<file path="src/hw/rtl/rau_pkg.sv">
// ----------------------------------------------------------------------------
// Rational arithmetic unit package
// Shared operation codes, status codes and widths of the rational unit.
// ----------------------------------------------------------------------------
package rau_pkg;

  localparam int unsigned OperandBitsDefault = 32;
  localparam int unsigned WideBits = 64;

  typedef enum logic [2:0] {
    FUNC_ADD     = 3'd0,
    FUNC_SUB     = 3'd1,
    FUNC_MUL     = 3'd2,
    FUNC_DIV     = 3'd3,
    FUNC_LESS    = 3'd4,
    FUNC_GREATER = 3'd5,
    FUNC_EQUAL   = 3'd6,
    FUNC_REDUCE  = 3'd7
  } func_e;

  typedef enum logic [1:0] {
    STAT_OK       = 2'd0,
    STAT_DIV_ZERO = 2'd1,
    STAT_ZERO_DEN = 2'd2,
    STAT_RSVD     = 2'd3
  } status_e;

  // Start and completion of an iterative unit.
  typedef struct packed {
    logic start;
    logic done;
  } unit_ctl_t;

endpackage

</file>
<file path="src/hw/rtl/rau_mul.sv">
// ----------------------------------------------------------------------------
// Rational unit multiplier
// Registered signed multiplier shared by all cross products.
// ----------------------------------------------------------------------------
module rau_mul
  import rau_pkg::*;
#(
  parameter int unsigned OPERAND_BITS = OperandBitsDefault
) (
  input  logic                         clk_i,
  input  logic signed [OPERAND_BITS:0] x_i,
  input  logic signed [OPERAND_BITS:0] y_i,
  output logic signed [WideBits-1:0]   p_o
);

  logic signed [2*OPERAND_BITS+1:0] prod;
  logic signed [WideBits-1:0]       p_q;

  assign prod = x_i * y_i;

  always_ff @(posedge clk_i) begin
    p_q <= WideBits'(prod);
  end

  assign p_o = p_q;

endmodule

</file>
<file path="config.mk">
export PLATFORM = sky130hd
export DESIGN_NAME = rau_mul
export DESIGN_NICKNAME = d
export VERILOG_FILES = /design/src/hw/rtl/rau_pkg.sv /design/src/hw/rtl/rau_mul.sv
export SDC_FILE = /design/constraint.sdc
export NUM_CORES = 2
export LEC_CHECK = 0
export BUFFER_PORTS_ARGS = -buffer_cell sky130_fd_sc_hd__buf_2
export CAP_MARGIN = 20
export CORE_MARGIN = 2
export CORE_UTILIZATION = 36
export CTS_BUF_LIST = sky130_fd_sc_hd__clkbuf_2
export CTS_CLUSTER_SIZE = 10
export DETAILED_ROUTE_END_ITERATION = 6
export GPL_TIMING_DRIVEN = 0
export HOLD_SLACK_MARGIN = 0.06
export PLACE_DENSITY_LB_ADDON = 0.3
export SYNTH_ARGS = -nofsm -noshare
export SYNTH_HDL_FRONTEND = slang
export SYNTH_SLANG_ARGS = --single-unit
</file>
<file path="constraint.sdc">
create_clock -name clk_i -period 19.25 [get_ports clk_i]
set_input_delay 1.925 -clock clk_i [delete_from_list [all_inputs] [get_ports clk_i]]
set_output_delay 1.925 -clock clk_i [all_outputs]
set_load 0.05 [all_outputs]
</file>
## Word level (Yosys, flattened, before mapping)

Cells that the tools add are included.

- Multipliers: 1

Operator list:

| cell | count |
|---|---|
| $mul A33 B33 Y64 | 1 |

- Flip-flop bits (word level): 64
- Input port bits: 67
- Output and inout port bits: 64
- Logic and storage cells: 2

## Depth between registers and ports, before layout

- Depth after elaboration: 1
- Depth in mapped cells: 28
- Gate-level depth less buffers: 26

## Worst setup path after synthesis

Ideal clock, no wire load.

- Kind: input to register
- Start: input port x_i[32]
- End: register p_q[63], in the netlist p_o[63]
- Library setup time: 72 ps
- Arrival time: 9117 ps
- Data required time: 19178 ps
- Setup slack: 10061 ps
- Cell stages on the path: 24
- Buffers on the path: 1
- Path through: clkbuf_1 nand2_1 inv_1 fa_1 fa_1 fa_1 inv_1 fa_1 inv_1 fa_1 fa_1 fa_1 inv_1 fa_1 inv_1 ha_1 a21o_1 a21o_1 a21oi_1 nand2_1 o31ai_1 o211ai_1 a21oi_1 xnor2_1

- Word-level cells in the longest chain between the ends: 1

RTL lines:

| element | RTL line | RTL |
|---|---|---|
| from (decl) | rau_mul.sv:11 | `input logic signed [OPERAND_BITS:0] x_i,` |
| $mul A33 B33 Y64 | rau_mul.sv:19 | `assign prod = x_i * y_i;` |
| net prod[63] | rau_mul.sv:16 | `logic signed [2*OPERAND_BITS+1:0] prod;` |
| to (signal assigned) | rau_mul.sv:22 | `p_q <= WideBits'(prod);` |
| to (decl) | rau_mul.sv:17 | `logic signed [WideBits-1:0] p_q;` |

The timed path passes the listed nets, and every way through them passes these cells.

## Worst setup path after layout

- Start: input port y_i[1]
- End: register p_q[60], in the netlist p_o[60]

- Word-level cells in the longest chain between the ends: 1

RTL lines:

| element | RTL line | RTL |
|---|---|---|
| from (decl) | rau_mul.sv:12 | `input logic signed [OPERAND_BITS:0] y_i,` |
| $mul A33 B33 Y64 | rau_mul.sv:19 |  |
| net prod[60] | rau_mul.sv:16 |  |

The timed path passes the listed nets, and every way through them passes these cells.

==> out/results.txt <==
Outcome - finished, final reports clean
Post-synth EDFFs - 0
Synthesized cell area - 39500 um2
Vias per inst - 5.14
Total iterations of the first detailed-routing run - 7
Die Height - 335 um
Area fraction in and, or, nand and nor cells after synthesis - 0.157
Maximum single-stage delay on the critical path - 0.89 ns
Vias after detailed routing - 29700
Mapped Nets - 5611
Max reg flops - 64
Max-slew violations - 0
CTS tree - yes
FF+latch area - 1280 um2
Post-synth top flop - dfxtp_1
Total negative slack - 0 ns
Setup Crit Path Kind - input port to flop
Routed len/inst - 25.5 um
Req. time, crit path - 19.88 ns
Post-place instance area - 42000 um2
Initial antenna violation count - 25
Fill cells - 11200
Mapped Cells - 4207
Setup violations, final - 0
Final hold slack - 1.55 ns
Multi-input logic area - 33400 um2
Register area share after synthesis - 0.0324
# clock sinks - 64
DR iter-0 viols - 2157
DIE WIDTH - 335 um
Initial core utilization - 0.363
Hold Violations, Final - 0
#FFs+latches synth - 64
# port buffers - 130
Mux contribution to synthesized area - 0.000253
Adder-Cell Fraction of Synth Area - 0.637
Fin nets - 5756
Uppermost layer routed - met5
Post-route DRC - 0
List of most frequent post-synthesis cells - fa_1 (1125), inv_1 (1086), and2_1 (548), nand2_1 (547), clkbuf_1 (222)
Critical Path AT - 11.59 ns
Crit end category - flop
Gr usage total - 0.269
Max_cap viols - 0
Post-DP HPWL - 126000 um
DR WL met2 - 67800 um
Tcrit/Tclk final - 0.569
Routed wire length - 148000 um
DIE AREA - 113000 um2
Slew HR - 0.188
H-tree depth - 3
Clock transition at path regs - 0.24 ns
Cts repair resizes - 0
Setup repair bufs after CTS - 0
Syn avg cell area - 9.40 um2
Synth-to-Final Area Change - 6.66%
Crit path time final - 10.95 ns
Crit-path leading delay family - adder cells
Antenna Violating Nets Remaining - 0
RSZ-0062 raised after global routing - false
Worst-path cell with the longest stage delay - clkbuf_1
Largest net degree at the start of global routing - 18
Core area - 109000 um2
Largest family of logic cells by synthesized area - adder cells
IO Count - 131
Hold-fix buffers at CTS - 0
Max Freq - 91.3 MHz
Vias in the first global route - 31700
Grt ovf - 0
Row count - 121
Final instance area - 42200 um2
First-pass GRT wire length - 214000 um
Synth top area share - 0.570
Met3 WL post-DR - 13000 um
Fraction of layout cells with a size suffix above 1 - 0.0360
Max Fanout on Critical Path - 10
Crit-path cells - buf_2, clkbuf_1, and2_1, fa_1, fa_1, fa_1, inv_1, fa_1, inv_1, fa_1, fa_1, fa_1, inv_1, fa_1, inv_1, ha_1, clkbuf_1, nand3_1, nor4_1, nand3_1, o211ai_1, a211o_1, nand4_1, o311ai_2
Post-Synth XOR/XNOR Area - 0.0168
Area leader, netlist - fa_1
M1 WL - 56700 um
GP Congestion - 1.02
TritonCTS buffer count - 9
Cell mode on critical path - fa_1
Worst setup SP type - input port
Synth top area cells - fa_1 (57%), inv_1 (10%), and2_1 (8.7%)
Post-synth cell types - 57
Actual slew at the worst max-slew pin - 1.22 ns
Post-synth ARST share - 0
Top-count cell post-synth - fa_1
Min-Delay Path Class - input port to flop
Root buf cell - clkbuf_2
Synth Area in Compound Gates - 0.0325
CTS max path bufs - 2
Yosys warning count - 0
CP bufs+invs - 7
==> routing by layer <==
layer  global-route usage  up-vias
met4                0.147        6
met3               0.0505      368
met2                0.428     1476
met5                    0        -
li1                     -    12200
met1                0.347    15600
==> kinds of logic after synthesis <==
logic type / Yosys count
adder cells (fa/ha/maj): 1337
buffers and inverters: 1308
AND/OR/NAND/NOR: 1221
AO/OA/AOI/OAI: 200
XOR/XNOR: 76
flip-flops: 64
multiplexers: 1
==> layout by cell type (no fill, tap or decap), drive strengths merged, types with 4 or more instances in the layout <==
cell type,netlist,layout
a211oi,9,9
a21boi,4,4
a21o,18,18
a21oi,70,70
a31oi,6,6
and2,548,548
and3,6,6
and4,4,4
buf,0,134
clkbuf,222,233
dfxtp,64,64
diode,0,11
fa,1125,1125
ha,212,212
inv,1086,1086
nand2,547,547
nand2b,9,9
nand3,18,18
nand4,12,12
nor2,18,18
nor2b,32,32
nor3,12,12
nor4,4,4
o211ai,7,7
o21a,18,18
o21ai,36,36
o21bai,7,7
o31ai,4,4
or3,4,4
xnor2,55,55
xor2,21,21
==> path summary, 6_finish.rpt <==
check	from	end	slack, ns	depth (start not counted)
setup / recovery	y_i[1]	p_o[60]	8.30	24
hold / removal	x_i[0]	p_o[0]	1.55	2
==> through the flow <==
stage	utilization	worst slack [ns]	std cells
floorplan	-	10.06	4207
global placement	0.385	7.55	5751
detailed placement	0.386	7.61	5753
CTS	0.387	8.41	5768
global route	0.387	7.85	5772
finish	0.387	8.30	5781
==> cell type report <==
| cell class | count | area share |
|---|---|---|
| Multi-Input combinational cell | 2835 | 0.791 |
| Inverter | 1086 | 0.0967 |
| Tap cell | 1414 | 0.0419 |
| Sequential cell | 64 | 0.0304 |
| Buffer | 222 | 0.0198 |
| Timing Repair Buffer | 134 | 0.0169 |
| Clock inverter | 4 | 0.00166 |
| Clock buffer | 11 | 0.00131 |
| Antenna cell | 11 | 0.000653 |
Power is left out: the tool's default activity adds up to more than one toggle a clock period on the data nets, which glitch-free logic cannot reach.
