### src/hw/rtl/rau_pkg.sv
// ----------------------------------------------------------------------------
// Rational arithmetic unit package
// Shared operation codes, status codes and widths of the rational unit.
// ----------------------------------------------------------------------------
package rau_pkg;

  localparam int unsigned OperandBitsDefault = 32;
  localparam int unsigned WideBits = 64;

  typedef enum logic [2:0] {
    FUNC_ADD     = 3'd0,
    FUNC_SUB     = 3'd1,
    FUNC_MUL     = 3'd2,
    FUNC_DIV     = 3'd3,
    FUNC_LESS    = 3'd4,
    FUNC_GREATER = 3'd5,
    FUNC_EQUAL   = 3'd6,
    FUNC_REDUCE  = 3'd7
  } func_e;

  typedef enum logic [1:0] {
    STAT_OK       = 2'd0,
    STAT_DIV_ZERO = 2'd1,
    STAT_ZERO_DEN = 2'd2,
    STAT_RSVD     = 2'd3
  } status_e;

  // Start and completion of an iterative unit.
  typedef struct packed {
    logic start;
    logic done;
  } unit_ctl_t;

endpackage

### src/hw/rtl/rau_div.sv
// ----------------------------------------------------------------------------
// Rational unit divider
// Unsigned 64-bit restoring divider, one quotient bit per cycle.
// ----------------------------------------------------------------------------
module rau_div
  import rau_pkg::*;
(
  input  logic                clk_i,
  input  logic                rst_ni,
  input  logic                start_i,
  input  logic [WideBits-1:0] dividend_i,
  input  logic [WideBits-1:0] divisor_i,
  output logic                done_o,
  output logic [WideBits-1:0] quot_o
);

  localparam int unsigned CntBits = $clog2(WideBits) + 1;

  logic                busy_q;
  logic [CntBits-1:0]  cnt_q;
  logic [WideBits-1:0] rem_q, quo_q, dvs_q;
  logic [WideBits:0]   trial;
  logic                fits;

  assign trial  = {rem_q, quo_q[WideBits-1]};
  assign fits   = trial >= {1'b0, dvs_q};
  assign done_o = busy_q && (cnt_q == CntBits'(WideBits));
  assign quot_o = quo_q;

  always_ff @(posedge clk_i or negedge rst_ni) begin
    if (!rst_ni) begin
      busy_q <= 1'b0;
      cnt_q  <= '0;
    end else if (start_i) begin
      busy_q <= 1'b1;
      cnt_q  <= '0;
    end else if (done_o) begin
      busy_q <= 1'b0;
    end else if (busy_q) begin
      cnt_q <= cnt_q + CntBits'(1);
    end
  end

  always_ff @(posedge clk_i) begin
    if (start_i) begin
      rem_q <= '0;
      quo_q <= dividend_i;
      dvs_q <= divisor_i;
    end else if (busy_q && !done_o) begin
      rem_q <= fits ? WideBits'(trial - {1'b0, dvs_q}) : trial[WideBits-1:0];
      quo_q <= {quo_q[WideBits-2:0], fits};
    end
  end

endmodule

### config.mk
export PLATFORM = sky130hd
export DESIGN_NAME = rau_div
export DESIGN_NICKNAME = d
export VERILOG_FILES = /design/src/hw/rtl/rau_pkg.sv /design/src/hw/rtl/rau_div.sv
export SDC_FILE = /design/constraint.sdc
export NUM_CORES = 1
export LEC_CHECK = 0
export ABC_AREA = 1
export BUFFER_PORTS_ARGS = -buffer_cell sky130_fd_sc_hd__clkbuf_2
export CAP_MARGIN = 20
export CORE_ASPECT_RATIO = 0.7
export CORE_MARGIN = 2
export CORE_UTILIZATION = 42
export CTS_CLUSTER_DIAMETER = 100
export DETAILED_ROUTE_END_ITERATION = 12
export PLACE_DENSITY_LB_ADDON = 0.2
export SYNTH_ARGS = -nofsm -noshare
export SYNTH_HDL_FRONTEND = slang
export SYNTH_SLANG_ARGS = --single-unit
### constraint.sdc
create_clock -name clk_i -period 3.1 [get_ports clk_i]
set_input_delay 0.465 -clock clk_i [delete_from_list [all_inputs] [get_ports clk_i]]
set_output_delay 0.465 -clock clk_i [all_outputs]
set_load 0.01 [all_outputs]
Word level (Yosys, flattened, before mapping)
Index checks and enable logic that the tools add are counted.

storage, ports and cells
  flip-flop bits (word level) = 200
  input bits = 131
  output and inout bits = 65
  logic and storage cells = 25

cells by class
  add/subtract/negate cells = 2
  $lt $le $gt $ge = 1
  eq/ne operators = 2
  multiplexer cells = 8
  reductions and logical operators = 7

operators by type and width
  kind                                          count
  2-to-1 mux 64 bit                             3
  greater-or-equal comparator 65 x 64 -> 1 bit  1
  subtractor 64 bit                             1
  2-to-1 mux 7 bit                              3
  adder 7 x 1 -> 7 bit, second input constant   1
  == test 7 bit, second input constant          1
  nonzero test 2 bit                            3
  logical AND 1 bit                             2
  2-to-1 mux 1 bit                              2
  != test 2 bit, second input constant          1
  AND reduction 2 bit                           1
  logical NOT 1 bit                             1

Longest topological paths before layout
  depth in word-level cells = 6
  mapped depth = 19

Least setup slack after synthesis
No wires, ideal clock.

  path type = reg-to-reg
  from = register cnt_q[0]
  to = register quo_q[0] (netlist: quot_o[0]) (enable)
  setup time = 0.396 ns
  arrival = 2.054 ns
  required time = 2.704 ns
  path slack = 0.650 ns
  cell stages (with the launch flop) = 10
  buffers on the path = 2
  clock period less this slack = 2.450 ns
  cell sequence = dfrtp_1 > inv_1 > ha_1 > nand4_1 > nand2_1 > inv_1 > nor2_1 > inv_1 > buf_2 > buf_2

on the way
  word-level cells in the longest chain between the ends = 5

RTL lines
  element                              RTL line       RTL
  start, declared                      rau_div.sv:20  logic [CntBits-1:0] cnt_q;
  start signal, assigned               rau_div.sv:40  cnt_q <= cnt_q + CntBits'(1);
  == test 7 bit                        rau_div.sv:27  assign done_o = busy_q && (cnt_q == CntBits'(WideBits));
  logical AND 1 bit                    rau_div.sv:27
  logical NOT 1 bit                    rau_div.sv:49  end else if (busy_q && !done_o) begin
  logical AND 1 bit                    rau_div.sv:49
  nonzero test 2 bit (no source line)  -
  end signal, assigned                 rau_div.sv:47  quo_q <= dividend_i;
  end signal, assigned                 rau_div.sv:51  quo_q <= {quo_q[WideBits-2:0], fits};
  end, declared                        rau_div.sv:21  logic [WideBits-1:0] rem_q, quo_q, dvs_q;

No other way between the ends.
A chain may end at the register's enable or synchronous reset.

Final worst setup path
  from = register quo_q[63] (netlist: quot_o[63])
  to = register rem_q[56]

on the way
  word-level cells in the longest chain between the ends = 2
  elaborated cells on any way between the ends = 3

RTL lines
  element                                                                                   RTL line                      RTL
  subtractor 64 bit / greater-or-equal comparator 65 x 64 -> 1 bit (equally long branches)  rau_div.sv:50, rau_div.sv:26
  2-to-1 mux 64 bit (*)                                                                     rau_div.sv:50                 rem_q <= fits ? WideBits'(trial - {1'b0, dvs_q}) : trial[WideBits-1:0];
  end signal, assigned                                                                      rau_div.sv:50
  end, declared                                                                             rau_div.sv:21

Mark *: on every way between the ends. The rest lies on a longest branch, timed or not.

==> flow_summary_export.csv <==
group,metric,value,unit
drt,viasPerCell,4.83,
drt,vias,13800,
floorplan,ioPinCount,196,
floorplan,std_cell_rows,56,
global_route,grt_max_degree,110,
global_route,grt_overflow,0,
cts,cts_buffer_depth,2,
critical_path,worst-setup-path-type,"register to register",
timing,timing.final.ws_setup,214,ps
critical_path,crit_chain,"inv_1, ha_1, fa_1, nor2_1, o21ai_0, nand2_1, nand2_1, nand3b_1, nand2_1, nand4_1, nand3_1, nand2_1, nand2_1",
timing,rsz0062_at_grt,"false",
yosys,syn_avg_cell_area,6.64,um^2
cts,cts_buffers,17,
drt,drc,0,
pwr,peakVddDrop,381,uV
yosys,synth_fp_nets,2386,
drt,wl_met3,3.37,mm
pwr,cellPowerDensity,379,nW/um^2
global_route,antenna_found_initial,0,
timing,tns,0,ps
timing,max_slew_margin,0.546,
drt,met1_length,25.2,mm
yosys,yosysWarnings,0,
finish,nets,2570,
drt,drt_first_pass_iters,5,
yosys,synth_seq_area_share,0.367,
placed_design,place_congestion,0.994,
yosys,synth.distinct_cells,38,
floorplan,die_x,226,um
cts,htreeDepth,4,
finish,fin_util,0.492,
drt,drt_iter0_drc,1328,
global_route,grt_pass1_wl,72.1,mm
critical_path,cp.arrival,3240,ps
cts,cts_num_sinks,200,
critical_path,cp-end-kind,"register",
yosys,netlist_instances,2188,
global_route,grt_pass1_vias,12500,
placed_design,portBuffers,195,
finish,final_common_cell,"nand2_1",
critical_path,cp_slowest_stage_delay,420,ps
finish,mostFrequentLayoutCells,"nand2_1 (913), inv_1 (430), clkbuf_2 (194)",
yosys,synth_area,14500,um^2
timing,slew_violations,0,
drt,drt-total-wl,47.5,mm
run,max_cap_viol_count,0,
critical_path,cp_slowest_cell,"edfxtp_1",
min_path,hold_class,"primary input to register",
floorplan,design.die.area,36100,um^2
pwr,p_leak,9.36,nW
timing,holdWs,154,ps
drt,ant_nets,0,
placed_design,place_worst_setup_slack,228,ps
critical_path,cp_common_cell,"nand2_1",
critical_path,critPathBufInv,1,
critical_path,start_kind,"register",
finish,fill_cells,3601,
timing,finClkSkew,25.4,ps
critical_path,cp_top_family,"simple AND/OR/NAND/NOR gates",
cts,cts_tree,"yes",
critical_path,cp.required,3460,ps
finish,syn_to_final_growth,14.5,%
outcome,status,"finished, final reports clean",
cts,cts-root-buf,"clkbuf_16",
cts,path_clk_slew,90,ps
floorplan,core,33800,um^2
yosys,synth_seq_cells,200,
timing,hold_viol,0,
timing,tightest_slew,675,ps
finish,drive_above_1_share,0.138,
floorplan,die_h,160,um
cts,post_cts_buffers,0,
global_route,grtUsageTotal,0.263,
critical_path,path_max_fanout,4,
timing,clock.fmax,347,MHz
finish,diodes,0,
drt,wl_met2,18.5,mm
floorplan,initial_core_util,0.430,
timing,period_share,0.931,
placed_design,dp_hpwl,38.2,mm
timing,setup_viol,0,
cts,clkLatencyLatePin,480,ps
drt,top_layer_used,"met4",
timing,period_needed,2890,ps
drt,wl_per_cell,16.7,um
sequential cells by signal, indices dropped and copies added, names as in the netlist:
| signal | cells |
|---|---|
| busy_q | 1 |
| cnt_q | 7 |
| dvs_q | 64 |
| quot_o | 64 |
| rem_q | 64 |
area by class of cell:
type / count / area (um^2) / area share
sequential: 200 / 5330 / 0.320
clock buffer: 17 / 425 / 0.0256
multi-input combinational: 1496 / 7240 / 0.436
tap: 464 / 581 / 0.0349
inverter: 444 / 1670 / 0.100
timing repair buffer: 213 / 1200 / 0.0724
clock inverter: 15 / 176 / 0.0106
what timing repair did:
item                                    CTS  global route
endpoints found under the hold margin     8             0
hold buffers                              1             0
endpoints found under the setup margin    0             1
gates resized for setup                   0             1
Yosys cell counts, drive strengths merged:
master / count / area (um^2)
nand3b: 37 / 278
ha: 66 / 826
dfxtp: 64 / 1280
o21bai: 8 / 71.3
nand2: 933 / 3550
a21o: 3 / 22.5
and3: 1 / 6.26
fa: 1 / 20.0
nor3: 17 / 85.1
nand3: 159 / 936
edfxtp: 128 / 3840
nor2: 121 / 532
a21oi: 51 / 259
xor2: 3 / 26.3
dfrtp: 8 / 200
xnor2: 28 / 245
inv: 441 / 1660
and2: 3 / 18.8
a31oi: 1 / 6.26
or2: 1 / 6.26
nor4: 1 / 6.26
nand4: 17 / 106
buf: 29 / 224
clkbuf: 19 / 71.3
clkinv: 3 / 11.3
o21ai: 45 / 225
metal layers:
metal | up-vias | GRT usage
li1 | 7048 | -
met1 | 6311 | 0.424
met2 | 395 | 0.358
met3 | 19 | 0.0548
met4 | 0 | 0.0398
met5 | - | 0
report_power, final:
| group | internal (mW) | leakage [nW] | switching [mW] |
|---|---|---|---|
| Sequential | 3.01 | 1.95 | 0.0745 |
| Combinational | 0.337 | 7.12 | 0.588 |
| Clock | 1.09 | 0.286 | 1.21 |
path summary, 6_finish.rpt:
check	end	slack [ps]	start	cells after the start
max	rem_q[56]	210	quot_o[63]	13
min	dvs_q[12]	150	divisor_i[12]	1
max reg2reg	rem_q[56]	210	quot_o[63]	13
min reg2reg	rem_q[27]	470	rem_q[27]	2
max in group asynchronous	cnt_q[2]	2510	rst_ni	2
min in group asynchronous	cnt_q[4]	390	rst_ni	2
stage by stage:
| stage | total power, mW | cell area [um^2] | cells |
|---|---|---|---|
| after global placement | 4.05 | 16000 | 2816 |
| after global routing | 6.58 | 16600 | 2849 |
| after floorplan | 3.69 | 14500 | 2188 |
| final | 6.30 | 16600 | 2849 |
| after CTS | 6.35 | 16600 | 2849 |
| after detailed placement | 4.06 | 16000 | 2816 |
logic make-up (layout without fill, tap and decap cells):
group	after synthesis	in the layout	share of synthesized area
fa+ha+maj	67	67	0.0583
simple gates	1290	1290	0.381
xor+xnor	31	31	0.0187
flops	200	200	0.367
compound gates	108	108	0.0402
buf+inv	492	689	0.135
No activity file was read; power rests on OpenSTA's default activity.
