`src/hw/rtl/rau_pkg.sv`:
```
// ----------------------------------------------------------------------------
// Rational arithmetic unit package
// Shared operation codes, status codes and widths of the rational unit.
// ----------------------------------------------------------------------------
package rau_pkg;

  localparam int unsigned OperandBitsDefault = 32;
  localparam int unsigned WideBits = 64;

  typedef enum logic [2:0] {
    FUNC_ADD     = 3'd0,
    FUNC_SUB     = 3'd1,
    FUNC_MUL     = 3'd2,
    FUNC_DIV     = 3'd3,
    FUNC_LESS    = 3'd4,
    FUNC_GREATER = 3'd5,
    FUNC_EQUAL   = 3'd6,
    FUNC_REDUCE  = 3'd7
  } func_e;

  typedef enum logic [1:0] {
    STAT_OK       = 2'd0,
    STAT_DIV_ZERO = 2'd1,
    STAT_ZERO_DEN = 2'd2,
    STAT_RSVD     = 2'd3
  } status_e;

  // Start and completion of an iterative unit.
  typedef struct packed {
    logic start;
    logic done;
  } unit_ctl_t;

endpackage

```
`src/hw/rtl/rau_gcd.sv`:
```
// ----------------------------------------------------------------------------
// Rational unit gcd engine
// Binary gcd of two nonzero 64-bit values, one shift or subtract per cycle.
// ----------------------------------------------------------------------------
module rau_gcd
  import rau_pkg::*;
(
  input  logic                clk_i,
  input  logic                rst_ni,
  input  logic                start_i,
  input  logic [WideBits-1:0] a_i,
  input  logic [WideBits-1:0] b_i,
  output logic                done_o,
  output logic [WideBits-1:0] g_o
);

  logic                busy_q;
  logic [WideBits-1:0] a_q, b_q;
  logic [5:0]          sh_q;

  assign done_o = busy_q && a_q[0] && (b_q == '0);
  assign g_o    = a_q << sh_q;

  always_ff @(posedge clk_i or negedge rst_ni) begin
    if (!rst_ni) begin
      busy_q <= 1'b0;
    end else if (start_i) begin
      busy_q <= 1'b1;
    end else if (done_o) begin
      busy_q <= 1'b0;
    end
  end

  always_ff @(posedge clk_i) begin
    if (start_i) begin
      a_q  <= a_i;
      b_q  <= b_i;
      sh_q <= '0;
    end else if (busy_q) begin
      // Common factors of two first, then strip a and b, then subtract.
      if (!a_q[0] && !b_q[0]) begin
        a_q  <= a_q >> 1;
        b_q  <= b_q >> 1;
        sh_q <= sh_q + 6'd1;
      end else if (!a_q[0]) begin
        a_q <= a_q >> 1;
      end else if (b_q == '0) begin
        a_q <= a_q;
      end else if (!b_q[0]) begin
        b_q <= b_q >> 1;
      end else if (a_q > b_q) begin
        a_q <= b_q;
        b_q <= a_q - b_q;
      end else begin
        b_q <= b_q - a_q;
      end
    end
  end

endmodule

```
`config.mk`:
```
export PLATFORM = sky130hd
export DESIGN_NAME = rau_gcd
export DESIGN_NICKNAME = d
export VERILOG_FILES = /design/src/hw/rtl/rau_pkg.sv /design/src/hw/rtl/rau_gcd.sv
export SDC_FILE = /design/constraint.sdc
export NUM_CORES = 1
export LEC_CHECK = 0
export BUFFER_PORTS_ARGS = -buffer_cell sky130_fd_sc_hd__buf_2
export CAP_MARGIN = 0
export CORE_MARGIN = 2
export CORE_UTILIZATION = 54
export CTS_CLUSTER_DIAMETER = 200
export DETAILED_ROUTE_END_ITERATION = 10
export GPL_TIMING_DRIVEN = 0
export PLACE_DENSITY = 0.74
export SETUP_SLACK_MARGIN = 0.2
export SLEW_MARGIN = 5
export SYNTH_ARGS = -nofsm -noshare
export SYNTH_HDL_FRONTEND = slang
export SYNTH_SLANG_ARGS = --single-unit
```
`constraint.sdc`:
```
create_clock -name clk_i -period 5.75 [get_ports clk_i]
set_input_delay 0.2875 -clock clk_i [delete_from_list [all_inputs] [get_ports clk_i]]
set_output_delay 0.2875 -clock clk_i [all_outputs]
set_load 0.01 [all_outputs]
```
---- Word-level counts from Yosys, hierarchy flattened ----
Cells that the tools add are included.
storage, ports and cells
  bits in registers ....................... 135
  bits in latches ......................... 0
  memory bits (writable) .................. 0
  bits in read-only memories .............. 0
  input bits .............................. 131
  output and inout bits ................... 65
  logic and storage cells ................. 42
  memories ................................ 0
operators by class
  add/subtract/negate cells ............... 3
  multiply operators ...................... 0
  divide/modulo/power cells ............... 0
  order comparisons ....................... 1
  equal/unequal tests ..................... 4
  shift operators ......................... 1
  multiplexer cells ....................... 16
  bitwise gates (word level) .............. 0
  reduce and logical (&&, ||, !) cells .... 12
operator list
  operator               number
  $mux W64               14
  $sub A64 B64 Y64       2
  $gt A64 B64 Y1         1
  $logic_not A64 Y1      1
  $shl A64 B6 Y64        1
  $ne A4 B2 Y1 const B   2
  $add A6 B1 Y6 const B  1
  $ne A4 B4 Y1 const B   1
  $reduce_and A4 Y1      1
  $reduce_bool A2 Y1     2
  $logic_and A1 B1 Y1    3
  $ne A3 B3 Y1 const B   1
  $reduce_and A3 Y1      1
  $reduce_bool A3 Y1     1
  $logic_not A1 Y1       2
  $mux W1                2
  $reduce_and A2 Y1      1

---- Longest topological paths before layout ----
  word-level depth ........................ 8
  mapped depth ............................ 16
  gate-level depth less buffers ........... 13

---- Worst setup path before layout ----
Ideal clock, no wire load.
  path kind ............................... reg2reg
  from .................................... reg a_q[0]
  to ...................................... reg a_q[10] (enable)
  setup time .............................. 420 ps
  data arrival time ....................... 4,461 ps
  data required time ...................... 5,330 ps
  path slack .............................. 870 ps
  cell stages (with the launch flop) ...... 17
  buffers on the path ..................... 3
  clock period less this slack ............ 4,880 ps
  cells stage by stage .................... edfxtp_1 > clkbuf_1 > inv_1 > ha_1 > fa_1 > o221ai_2 > a21boi_1 > o21ai_2 > a211oi_4 > o31ai_4 > nand2_4 > buf_4 > buf_2 > nor2_1 > nor2_1 > o21ai_0 > a21o_1
between the ends
  cells in the longest elaborated chain, start to end .. 4
  elaborated cells on any way between the ends .. 7
  those cells by class .................... order compare: 1; eq/ne: 3; reduce/logical: 3
RTL lines
  what                                                                    RTL line       RTL
  from (decl)                                                             rau_gcd.sv:18  logic [WideBits-1:0] a_q, b_q;
  from (signal assigned)                                                  rau_gcd.sv:36  a_q <= a_i;
  from (signal assigned)                                                  rau_gcd.sv:42  a_q <= a_q >> 1;
  from (signal assigned)                                                  rau_gcd.sv:46  a_q <= a_q >> 1;
  parallel branches: the longest is 3 deep, another holds $gt A64 B64 Y1  n/a
  $reduce_and A4 Y1 (no line) (*)                                         n/a
Mark *: on every way between the ends.
A chain may end at the register's enable or synchronous reset.

---- Final worst setup path ----
  from .................................... reg a_q[0]
  to ...................................... reg a_q[56] (enable)
The elaborated chain is that of the path after synthesis.

==> results.sh <==
export IMPL_final_cells=3213
export IMPL_mappedNetlistNets=2795
export IMPL_route_met2_wl_mm=37.4
export IMPL_clkPwrFrac=0.098
export IMPL_place_gp_congestion=1.17
export IMPL_die_w_um=189
export IMPL_synth_warnings=0
export IMPL_p_seq_frac=0.171
export IMPL_power_mw=12.4
export IMPL_crit_arrival_ns=5.57
export IMPL_antenna_left=0
export IMPL_startpoint_type="flip-flop"
export IMPL_antenna_found_initial=4
export IMPL_hold_ws_ns=0.0808
export IMPL_placed_cell_area_um2=20100
export IMPL_dp_cells=3176
export IMPL_yosysTopAreaCell="edfxtp_1"
export IMPL_synth_compound_area_share=0.265
export IMPL_setup_ws_ns=0.338
export IMPL_area_growth_pct=12.0
export IMPL_initial_utilization=0.551
export IMPL_cts_setup_buffers=0
export IMPL_fill_cells=3197
export IMPL_powerDensity_nw_per_um2=598
export IMPL_fp_row_count=67
export IMPL_endpoint_kind="flip-flop"
export IMPL_clk_latency_ns=0.48
export IMPL_vdd_drop_max_v=0.000462
export IMPL_cts_clk_slew_worst_paths_ns=0.07
export IMPL_synth_top_cell_area_share=0.207
export IMPL_drt_iter0_markers=3647
export IMPL_ys_flop_type="edfxtp_1"
export IMPL_die_area_um2=35900
export IMPL_p_leak_nw=9.23
export IMPL_synthTopCellsByArea="edfxtp_1, ha_1, nand2_1"
export IMPL_p_sw_frac=0.580
export IMPL_hold_viol=0
export IMPL_maxCapViolations=0
export IMPL_synth_mux_area_frac=0.122
export IMPL_wl_met3_mm=15.0
export IMPL_grt_pass1_wl_mm=132
export IMPL_clockBufferDepth=2
export IMPL_via_count=22285
export IMPL_layout_nets=3011
export IMPL_met1_length_mm=31.9
export IMPL_drive_gt1_frac=0.131
export IMPL_finalSetupViolCount=0
export IMPL_regArea_um2=3990
export IMPL_fin_area_um2=20800
export IMPL_drc=0
export IMPL_critPathRequiredTime_ns=5.91
export IMPL_syn_area_um2=18600
export IMPL_fmax_mhz=185
export IMPL_synth_fa_ha_area_frac=0.0898
export IMPL_clock_sinks=135
export IMPL_synth_cell_types=92
export IMPL_startpoint="a_q[0]"
export IMPL_core_um2=33700
export IMPL_groute_usage_overall=0.503
export IMPL_wl_mm=92.1
export IMPL_relSlewSlack=0.137
export IMPL_grt_ovfl_total=0
export IMPL_multi_input_area_um2=13200
export IMPL_first_pass_iters=6
export IMPL_hold_start="b_i[22]"
export IMPL_synthArstFlopShare=0.00741
export IMPL_synth_seq_cells=135
export IMPL_synth_xor_area_frac=0.0241
export IMPL_status="finished clean"
export IMPL_wl_per_cell_um=28.7
export IMPL_avgSynthCellArea_um2=7.33
export IMPL_grt_pass1_vias=21008
export IMPL_drt_vias_per_instance=6.94
export IMPL_rsz0062_at_grt="false"
export IMPL_synth_top_family_by_area="compound AO/OA/AOI/OAI gates"
export IMPL_synthCells=2532
export IMPL_portBuffers=194
export IMPL_critical_path_max_fanout=32
export IMPL_fin_crit_sh=0.941
export IMPL_dp_slack_ns=0.378
export IMPL_io_pins=196
export IMPL_synth_common_cells="nand2_1, nor2_1, a21oi_1"
export IMPL_htreeDepth=4
export IMPL_period_needed_ns=5.41
export IMPL_highest_layer="met5"
export IMPL_die_height_um=189
export IMPL_cts_root_buffer="clkbuf_16"
export IMPL_critPathKind="flip-flop to flip-flop"
export IMPL_pwr_share_comb=0.731
export IMPL_cts_buffers=17
export IMPL_hold_class="input port to flip-flop"
export IMPL_synth_most_common_cell="nand2_1"
export IMPL_finClkSkew_ns=0.0277
export IMPL_finalMaxSlewViolations=0
export IMPL_synth_edff_count=128
export IMPL_p_switching_mw=7.20
export IMPL_internal_power_mw=5.23
export IMPL_r2r_start="a_q[0]"
export IMPL_synth_simple_area_share=0.210
export IMPL_grt_max_degree=47
export IMPL_seq_area_frac_synth=0.215
export IMPL_cts_tree="built"
export IMPL_dpl_hpwl_mm=73.3
export IMPL_tightest_slew_ns=1.28
## sequential cells by signal, indices dropped and copies added, names as in the netlist
name and count:
sh_q 6, busy_q 1, b_q 64, a_q 64
## worst paths after layout
path | slack, ns | depth (start not counted) | endpoint
setup reg to reg | 0.34 | 17 | a_q[56]
hold / removal | 0.08 | 3 | b_q[22]
setup / recovery | 0.34 | 17 | a_q[56]
hold reg to reg | 0.62 | 2 | busy_q
min in group asynchronous | 0.21 | 2 | busy_q
max in group asynchronous | 5.45 | 2 | busy_q
## repair_timing
| action | in CTS | in global routing |
|---|---|---|
| hold endpoints to repair | 1 | 0 |
| setup endpoints to repair | 0 | 32 |
| resized for setup | 0 | 1 |
| hold buffers | 1 | 0 |
## worst max-delay path, cell delays in order, from the launching register on
cell and delay (ns):
edfxtp_1 0.48, clkbuf_1 0.60, inv_1 0.31, ha_1 0.32
fa_1 0.42, o221ai_2 0.27, a21boi_1 0.13, o21ai_2 0.27
a211oi_4 0.14, o31ai_4 0.32, nand2_4 0.15, buf_4 0.24
buf_2 0.28, nor2_1 0.15, nor2_1 0.04, o21ai_0 0.25
a21o_4 0.43, buf_12 0.26
## final cells by class
| cell class | instances | share of cell area |
|---|---|---|
| antenna | 4 | 0.000482 |
| buffer | 178 | 0.0370 |
| clock buffer | 17 | 0.0205 |
| clock inverter | 15 | 0.00867 |
| inverter | 159 | 0.0287 |
| multi-input combinational | 2060 | 0.636 |
| sequential | 135 | 0.192 |
| tap | 448 | 0.0270 |
| timing repair buffer | 197 | 0.0495 |
## layout by cell type (no fill, tap or decap), types with 25 or more instances in the layout
cell type / n
nor3_1: 53
xnor2_1: 38
buf_2: 235
inv_1: 157
a21oi_1: 277
nor2_1: 286
nand3_1: 25
nand2_1: 407
mux2i_1: 118
edfxtp_1: 128
a21o_1: 43
nand4_1: 42
o21bai_1: 33
buf_1: 25
o21ai_0: 218
mux4_2: 47
ha_1: 130
clkbuf_1: 102
## logic make-up after synthesis
group                      after synthesis
AOI/OAI and AO/OA                      801
xor gates and xnor gates                51
adders and majority gates              132
and+or+nand+nor                        909
DFF                                    135
muxes                                  167
buffers and inverters                  337
## power groups by stage
stage | Clock [mW] | Combinational [mW] | Sequential [mW]
floorplan | 0 | 5.91 | 1.76
global placement | 0 | 8.42 | 2.04
detailed placement | 0 | 8.50 | 2.06
CTS | 1.19 | 8.55 | 2.04
global route | 1.23 | 9.54 | 2.10
finish | 1.22 | 9.08 | 2.13
## metrics by stage
stage	setup TNS [ns]	utilization
floorplan	0	-
global placement	-27.10	0.596
detailed placement	0	0.598
CTS	0	0.616
global route	0	0.616
finish	0	0.617
## per-layer routing
layer	up-vias	GRT usage
li1	9555	-
met1	10151	0.618
met2	2100	0.732
met3	473	0.181
met4	6	0.355
met5	-	0.00275
Note: power is estimated with default switching activity, not from simulation.
